File: config.mk
export PLATFORM = sky130hd
export DESIGN_NAME = quoted_command_word_splitter
export DESIGN_NICKNAME = d
export VERILOG_FILES = /design/src/rtl/qcws_pkg.sv /design/src/rtl/quoted_command_word_splitter.sv /design/src/rtl/qcws_step.sv
export SDC_FILE = /design/constraint.sdc
export NUM_CORES = 1
export LEC_CHECK = 0
export ABC_AREA = 1
export BUFFER_PORTS_ARGS = -buffer_cell sky130_fd_sc_hd__buf_4
export CAP_MARGIN = 15
export CELL_PAD_IN_SITES_DETAIL_PLACEMENT = 1
export CELL_PAD_IN_SITES_GLOBAL_PLACEMENT = 1
export CORE_MARGIN = 2
export CORE_UTILIZATION = 44
export CTS_CLUSTER_DIAMETER = 150
export CTS_CLUSTER_SIZE = 10
export DETAILED_ROUTE_END_ITERATION = 16
export PLACE_DENSITY_LB_ADDON = 0.1
export RECOVER_POWER = 100
export SETUP_SLACK_MARGIN = 0.05
export SYNTH_ARGS = -nofsm -noshare
export SYNTH_HDL_FRONTEND = slang
export SYNTH_HIERARCHICAL = 1
export SYNTH_SLANG_ARGS = --single-unit
File: constraint.sdc
create_clock -name i_clk -period 4.25 [get_ports i_clk]
set_clock_uncertainty 0.2 [all_clocks]
set_input_delay 0.85 -clock i_clk [delete_from_list [all_inputs] [get_ports i_clk]]
set_output_delay 0.85 -clock i_clk [all_outputs]
set_load 0.02 [all_outputs]
File: src/rtl/qcws_pkg.sv
// types, constants and codes shared by the word splitter files
package qcws_pkg;

    localparam logic [7:0] CH_SQUOTE = 8'h27;
    localparam logic [7:0] CH_DQUOTE = 8'h22;
    localparam logic [7:0] CH_BSLASH = 8'h5C;
    localparam logic [7:0] CH_SPACE  = 8'h20;
    localparam logic [7:0] CH_TAB    = 8'h09;
    localparam logic [7:0] CH_CR     = 8'h0D;

    typedef enum logic [1:0] {
        QM_NONE   = 2'd0,
        QM_SINGLE = 2'd1,
        QM_DOUBLE = 2'd2
    } t_quote;

    typedef struct packed {
        logic [7:0] char_code;
        logic       is_terminator;
    } t_in;

    typedef struct packed {
        logic [7:0] out_char;
        logic       has_char;
        logic       word_end;
        logic       command_done;
        logic       parse_error;
    } t_out;

    typedef struct packed {
        logic   inside_word;
        t_quote quote_mode;
        logic   escape_pending;
        logic   failed;
        logic   any_word_seen;
    } t_state;

    localparam t_state STATE_RESET = '{
        inside_word:    1'b0,
        quote_mode:     QM_NONE,
        escape_pending: 1'b0,
        failed:         1'b0,
        any_word_seen:  1'b0
    };

endpackage

File: src/rtl/quoted_command_word_splitter.sv
// top level of the quoted command word splitter
//
// splits a command string, one byte per request, into words the way a
// simple shell does: unquoted whitespace separates words, single and double
// quotes group bytes and are dropped, a backslash outside single quotes makes
// the next byte literal. each byte request yields at most one result (a word
// byte or a word-end mark); the terminator request always yields a done
// result, flagged as an error for an open quote, a dangling backslash or a
// command with no word, in which case the consumer drops the bytes it got for
// that command. one request is taken every cycle while o_in_stall is low; a
// request passes through the input register and its result through the
// output register, where the result is held while the output side stalls.
// requests that produce no result retire even while the output register is
// held, so the input side stalls only when a result must wait for the output.
module quoted_command_word_splitter (
    input  logic           i_clk,
    input  logic           i_rst_n,
    // input channel
    input  logic           i_in_valid,
    output logic           o_in_stall,
    input  qcws_pkg::t_in  i_in_data,
    // result channel
    output logic           o_out_valid,
    input  logic           i_out_stall,
    output qcws_pkg::t_out o_out_data
);
    import qcws_pkg::*;

    // input register
    logic   r_in_valid;
    t_in    r_in;
    // splitter state, updated when the held request retires
    t_state r_state;
    t_state n_state;
    // result register
    logic   r_out_valid;
    t_out   r_out;

    logic   step_has_result;
    t_out   step_result;
    logic   out_free;
    logic   advance;
    logic   in_accept;

    qcws_step u_step (
        .i_state      (r_state),
        .i_item       (r_in),
        .o_state      (n_state),
        .o_has_result (step_has_result),
        .o_result     (step_result)
    );

    // output register can take a new result this cycle
    assign out_free = !r_out_valid || !i_out_stall;
    // held request retires when its result has somewhere to go, or it has none
    assign advance    = r_in_valid && (!step_has_result || out_free);
    assign o_in_stall = r_in_valid && !advance;
    assign in_accept  = i_in_valid && !o_in_stall;

    always_ff @(posedge i_clk) begin
        if (!i_rst_n) begin
            r_in_valid <= 1'b0;
        end else if (in_accept) begin
            r_in_valid <= 1'b1;
        end else if (advance) begin
            r_in_valid <= 1'b0;
        end
    end

    // payload only, no reset needed
    always_ff @(posedge i_clk) begin
        if (in_accept) begin
            r_in <= i_in_data;
        end
    end

    always_ff @(posedge i_clk) begin
        if (!i_rst_n) begin
            r_state <= STATE_RESET;
        end else if (advance) begin
            r_state <= n_state;
        end
    end

    always_ff @(posedge i_clk) begin
        if (!i_rst_n) begin
            r_out_valid <= 1'b0;
        end else if (out_free) begin
            r_out_valid <= advance && step_has_result;
        end
    end

    always_ff @(posedge i_clk) begin
        if (out_free && advance && step_has_result) begin
            r_out <= step_result;
        end
    end

    assign o_out_valid = r_out_valid;
    assign o_out_data  = r_out;

endmodule

File: src/rtl/qcws_step.sv
// per-byte decision: next splitter state and the optional result
module qcws_step (
    input  qcws_pkg::t_state i_state,
    input  qcws_pkg::t_in    i_item,
    output qcws_pkg::t_state o_state,
    output logic             o_has_result,
    output qcws_pkg::t_out   o_result
);
    import qcws_pkg::*;

    logic [7:0] c;
    logic       quoted;
    logic       is_sep;
    logic       fail;

    assign c      = i_item.char_code;
    assign quoted = (i_state.quote_mode == QM_SINGLE) || (i_state.quote_mode == QM_DOUBLE);
    assign is_sep = (c == CH_SPACE) || ((c >= CH_TAB) && (c <= CH_CR));
    assign fail   = i_state.escape_pending || quoted
                    || (!i_state.inside_word && !i_state.any_word_seen);

    always_comb begin
        o_state      = i_state;
        o_has_result = 1'b0;
        o_result     = '0;
        priority if (i_item.is_terminator) begin
            // verdict, then back to a fresh command
            o_state               = STATE_RESET;
            o_has_result          = 1'b1;
            o_result.command_done = 1'b1;
            o_result.parse_error  = fail;
            o_result.word_end     = !fail && i_state.inside_word;
        end else if (i_state.escape_pending) begin
            o_state.escape_pending = 1'b0;
            o_state.inside_word    = 1'b1;
            o_has_result           = 1'b1;
            o_result.out_char      = c;
            o_result.has_char      = 1'b1;
        end else if (!quoted && is_sep) begin
            if (i_state.inside_word) begin
                o_state.inside_word   = 1'b0;
                o_state.any_word_seen = 1'b1;
                o_has_result          = 1'b1;
                o_result.word_end     = 1'b1;
            end
        end else if (c == CH_SQUOTE && i_state.quote_mode != QM_DOUBLE) begin
            o_state.quote_mode  = (i_state.quote_mode == QM_SINGLE) ? QM_NONE : QM_SINGLE;
            o_state.inside_word = 1'b1;
        end else if (c == CH_DQUOTE && i_state.quote_mode != QM_SINGLE) begin
            o_state.quote_mode  = (i_state.quote_mode == QM_DOUBLE) ? QM_NONE : QM_DOUBLE;
            o_state.inside_word = 1'b1;
        end else if (c == CH_BSLASH && i_state.quote_mode != QM_SINGLE) begin
            o_state.escape_pending = 1'b1;
            o_state.inside_word    = 1'b1;
        end else begin
            o_state.inside_word = 1'b1;
            o_has_result        = 1'b1;
            o_result.out_char   = c;
            o_result.has_char   = 1'b1;
        end
    end

endmodule

==> metrics.csv, run 1 <==
stage,metric,value,unit
status,status,"complete, no violations",
cells_and_area,Fillers,389,
timing,slew margin rel.,51.0,%
route,drt wl/cell,13.5,um
timing,Setup TNS,0,ps
floorplanning,die width,59.9,um
timing,worst setup margin,1070,ps
setup_path,CP max FO,4,
global_route,gr usage total,18.4,%
setup_path,worst setup path category,flip-flop to output port,
power_and_ir_drop,LEAKAGE,0.674,nW
global_route,antenna violations before repair,0,
cells_and_area,layout cell share with drive strength beyond 1,13.0,%
clocking,CTS root buffer,clkbuf_4,
floorplanning,FP Rows,20,
setup_path,reg2reg end,r_in[5],
cells_and_area,area grow syn2layout,13.0,%
floorplanning,Die ar.,3590,um2
route,total number of vias,1073,
route,Post-route DRC,0,
timing,# setup viols final,0,
timing,worst-margin pin slew,733,ps
route,DRT iter0 DRCs,21,
cells_and_area,nets,193,
route,drt pass-1 iters,4,
clocking,TritonCTS clock tree,built,
synth,"Cell Area, Synth",1380,um2
synth,Yosys Warn Count,6,
min_path,Worst Hold Depth,2,
placement,hpwl dp,2240,um
clocking,Num CTS Buffers,3,
placement,port bufs,26,
setup_path,Worst EP arrival,2130,ps
clocking,H-tree depth,1,
clocking,clock sinks,28,
global_route,GRT overflow,0,
floorplanning,Die Y,59.9,um
clocking,Worst-path clk slew,150,ps
setup_path,Setup crit start kind,flip-flop,
floorplanning,I/O pin total,27,
clocking,CTS Hold Bufs,0,
cells_and_area,ant diodes,0,
global_route,first-pass GRT wire length,4920,um
power_and_ir_drop,Peak supply drop,0.000184,V
global_route,largest net degree at the start of global routing,17,
placement,Post-Place Worst Slack,1480,ps
synth,cell count after synthesis,151,
timing,min Tclk post-route,3180,ps
clocking,# Post-CTS Setup Buffers,0,
timing,RSZ-0062 raised after global routing,no,
setup_path,Worst R2R Start,r_state[4],
timing,final period utilization,74.8,%
min_path,hold path start,r_state[0],
setup_path,r2r setup slk,1540,ps
cells_and_area,Register Area,771,um2
synth,synthesized net count,166,
floorplanning,initial core utilization,45.8,%
timing,Final Hold Fails,0,
clocking,Max Root-Sink Buffers,2,
clocking,Resized cells post-CTS,0,
route,DRT Wirelength,2840,um
clocking,later-pin clock latency in the skew report,330,ps
flow_run,max_cap viols,0,
timing,Slew Limit Fails,0,
timing,Peak Freq,314,MHz
placement,Placer Congestion,0.894,
synth,Post-Syn Area per Cell,9.11,um2
floorplanning,area of the core,3000,um2
power_and_ir_drop,Pwr per Cell Area,364,nW/um2
setup_path,required time worst endpoint,3200,ps
setup_path,CP Capture Type,output port,
cells_and_area,Multi-input gate area,449,um2
setup_path,worst reg2reg path depth,11,
min_path,Hold EP,r_state[0],
global_route,number of global-route vias before repair,1165,
min_path,Min-Delay Path Class,flip-flop to flip-flop,
route,Via-to-Cell Ratio,5.11,
route,Detail Route Antenna Nets,0,
==> where the power goes <==
part	total, mW	switching, mW	leakage (nW)	internal (mW)
Clock	0.173	0.0779	0.0279	0.0954
Sequential	0.324	0.0121	0.259	0.311
Combinational	0.0686	0.0446	0.387	0.0240
Total	0.565	0.135	0.674	0.431
==> area by class of cell <==
cell class              count  share of cell area (%)
clock buffers               3                    1.45
clock inverters             1                    1.93
inverters                  26                    6.28
multi-input cells          93                    28.9
flip-flops and latches     28                    49.6
well taps                  33                    2.66
repair buffers             26                    9.18
==> how the worst max path moves through the flow <==
| stage | from | end | slack, ps | cells past startpoint |
|---|---|---|---|---|
| final | r_in[2] | o_in_stall | 1070 | 10 |
| after global routing | r_in[2] | o_in_stall | 840 | 10 |
| after CTS | r_state[4] | o_in_stall | 1080 | 11 |
| after detailed placement | r_state[4] | o_in_stall | 1480 | 11 |
| after global placement | r_state[4] | o_in_stall | 1570 | 11 |
| after floorplan | r_state[4] | o_in_stall | 1830 | 10 |
==> stage by stage <==
stage | hold WS [ps] | utilization (%) | instances | area (um2) | total power, mW
floorplan | 277 | - | 151 | 1380 | 0.377
global placement | 314 | 52.5 | 206 | 1580 | 0.401
detailed placement | 329 | 52.5 | 206 | 1580 | 0.406
CTS | 350 | 54.3 | 210 | 1630 | 0.579
global route | 379 | 51.7 | 210 | 1550 | 0.592
finish | 349 | 51.7 | 210 | 1550 | 0.565
==> critical path, stage by stage, from the launching register on <==
cell,delay [ps]
edfxtp_1,460
nor2_1,240
o21ai_0,120
nand2_1,80
nand2_1,80
nand3_1,150
nand2_1,70
nand3_1,120
nand4_1,130
inv_1,110
clkbuf_1,230
==> flip-flops by register name, indices dropped and copies added, names as in the netlist <==
register / count
o_out_data: 12
o_out_valid: 1
r_in: 9
r_in_valid: 1
r_state: 5
==> layout by cell type (no fill, tap or decap) <==
cell        n
a21boi_0    1
a21oi_1     6
buf_4       3
bufinv_16   1
clkbuf_1   14
clkbuf_4   12
dfxtp_1     7
edfxtp_1   21
ha_1        2
inv_1      25
inv_2       1
nand2_1    30
nand3_1    12
nand3_2     4
nand3b_1    1
nand4_1     3
nor2_1     24
nor2_2      1
nor2_4      1
nor3_1      4
o21ai_0     4
==> metal layers <==
layer  GRT usage, %  part of all wire [%]  wire, um  up-vias
met5              0                     0         0        -
met4           7.94                   1.3        37        0
met3           3.68                   4.7       132        4
met2           32.9                    49      1400       26
met1           21.1                    45      1270      504
li1               -                     -         -      539
No activity file was read; power rests on OpenSTA's default activity.
==> run 2, diff against run 1 <==
- CORE_UTILIZATION: 44 -> 40
- clock period: 4.25 -> 3.2 ns (I/O delays scaled with it)
==> run 2 against run 1 <==
Design area grew 2.0%. Clock power rose by 35%. Critical path depth increased by 1. Combinational power grew 34%. Power rose by 34%. Sequential cell count is the same. First-iteration DRC count increased by 150%. Routed wire length up 3.0%. Count of clock-buffer cells in the layout unchanged. Via count increased by 4.4%. Sequential power increased by 33%. Register-to-register slack got worse by 1000 ps. Critical endpoint unchanged. Largest cell class unchanged.
==> metrics.csv, run 2 (synthesis results as in run 1) <==
stage,metric,value,unit
setup_path,required time worst endpoint,2360,ps
route,DRT iter0 DRCs,52,
clocking,Max Root-Sink Buffers,2,
setup_path,r2r setup slk,510,ps
clocking,clock sinks,28,
status,status,"complete, no violations",
route,Via-to-Cell Ratio,5.02,
route,total number of vias,1120,
min_path,Hold EP,r_in[0],
clocking,CTS Hold Bufs,0,
route,DRT Wirelength,2920,um
floorplanning,I/O pin total,27,
setup_path,Worst EP arrival,2080,ps
setup_path,CP max FO,3,
placement,placed instance area,1590,um2
timing,Peak Freq,342,MHz
timing,Final Hold Fails,0,
cells_and_area,"commonest non-fill, non-tap cell in the layout",nand2_1,
route,drt wl/cell,13.1,um
timing,slew margin rel.,51.9,%
global_route,largest net degree at the start of global routing,17,
floorplanning,FP Rows,21,
cells_and_area,layout cell share with drive strength beyond 1,15.8,%
cells_and_area,design area,1590,um2
timing,final period utilization,91.3,%
timing,Slew Limit Fails,0,
min_path,hold path start,i_in_data[0],
floorplanning,Die ar.,3920,um2
clocking,Worst-path clk slew,150,ps
floorplanning,die width,62.6,um
route,drt pass-1 iters,4,
setup_path,Worst R2R Start,r_state[4],
floorplanning,initial core utilization,41.5,%
global_route,GRT overflow,0,
clocking,Num CTS Buffers,3,
cells_and_area,most frequent cells in the layout,"nand2_1, inv_1, nor2_1, edfxtp_1, clkbuf_1",
floorplanning,Die Y,62.6,um
power_and_ir_drop,Peak supply drop,0.000185,V
global_route,number of global-route vias before repair,1182,
cells_and_area,max FFs per register,12,
clocking,later-pin clock latency in the skew report,330,ps
global_route,gr usage total,16.6,%
min_path,Worst Hold Depth,1,
flow_run,max_cap viols,0,
timing,worst-margin pin slew,719,ps
global_route,antenna violations before repair,0,
route,Post-route DRC,0,
setup_path,Setup crit start kind,flip-flop,
setup_path,worst reg2reg path depth,11,
setup_path,reg2reg end,r_in[1],
floorplanning,area of the core,3310,um2
cells_and_area,ant diodes,0,
timing,min Tclk post-route,2920,ps
setup_path,CP Capture Type,output port,
placement,Placer Congestion,0.860,
clocking,CTS root buffer,clkbuf_4,
timing,Setup TNS,0,ps
cells_and_area,nets,193,
timing,# setup viols final,0,
clocking,H-tree depth,1,
route,Detail Route Antenna Nets,0,
min_path,Min-Delay Path Class,primary input to flip-flop,
clocking,# Post-CTS Setup Buffers,0,
placement,port bufs,26,
clocking,Resized cells post-CTS,0,
global_route,first-pass GRT wire length,5150,um
timing,RSZ-0062 raised after global routing,no,
cells_and_area,area grow syn2layout,15.3,%
setup_path,worst setup path category,flip-flop to output port,
power_and_ir_drop,LEAKAGE,0.680,nW
clocking,TritonCTS clock tree,built,
placement,hpwl dp,2230,um
power_and_ir_drop,Pwr per Cell Area,476,nW/um2
[run 2: cell counts in the layout (fill, tap and decap cells not counted)]
Identical to the previous run, type by type.
[run 2: final cells by class]
type / count / area [um2]
repair buffers: 26 / 144
flip-flops and latches: 28 / 772
well taps: 46 / 57.6
fillers: 410 / 1730
clock inverters: 1 / 30.0
clock buffers: 3 / 22.5
multi-input cells: 93 / 462
inverters: 26 / 97.6
[run 2: per-stage QoR]
stage / hold slack, ps / total power, mW / worst slack, ps / instances / util [%]
after floorplan: 277 / 0.500 / 808 / 151 / -
after global placement: 314 / 0.534 / 574 / 219 / 48.1
after detailed placement: 327 / 0.538 / 381 / 219 / 48.1
after CTS: 263 / 0.767 / 138 / 223 / 49.7
after global routing: 264 / 0.795 / 66.8 / 223 / 47.9
final: 293 / 0.755 / 278 / 223 / 47.9
[run 2: worst max-delay path: stages (launching register included)]
cell and delay (ps):
dfxtp_2 380, inv_1 70, ha_1 230, nor3_2 200, nand3_1 140, nand3_1 110, nand2_2 50, nand2_1 60
nand3_1 130, nand4_1 160, inv_1 70, clkbuf_2 150
[run 2: report_power, final]
group	internal, mW	switching [mW]	leakage, nW
clock network	0.127	0.106	0.0279
registers	0.414	0.0163	0.260
logic	0.0322	0.0598	0.392
[run 2: metal layers]
layer  share of wire (%)  routed length [um]  GRT usage (%)  up-vias
met5                   0                   0              0        -
met4                 1.8                  52           8.33        0
met3                 4.3                 125           2.70        7
met2                  50                1470           29.8       34
met1                  43                1270           19.0      541
li1                    -                   -              -      538
[run 2: how the worst max path moves through the flow]
stage,start,end,slack (ps),depth (start not counted)
2_1_floorplan,r_state[4],r_in[0],810,11
3_3_place_gp,r_state[4],r_in[3],570,11
3_5_place_dp,r_state[4],r_in[3],380,11
4_1_cts,r_state[4],o_in_stall,140,11
5_1_grt,r_in[4],o_in_stall,70,11
6_report,r_state[4],o_in_stall,280,11
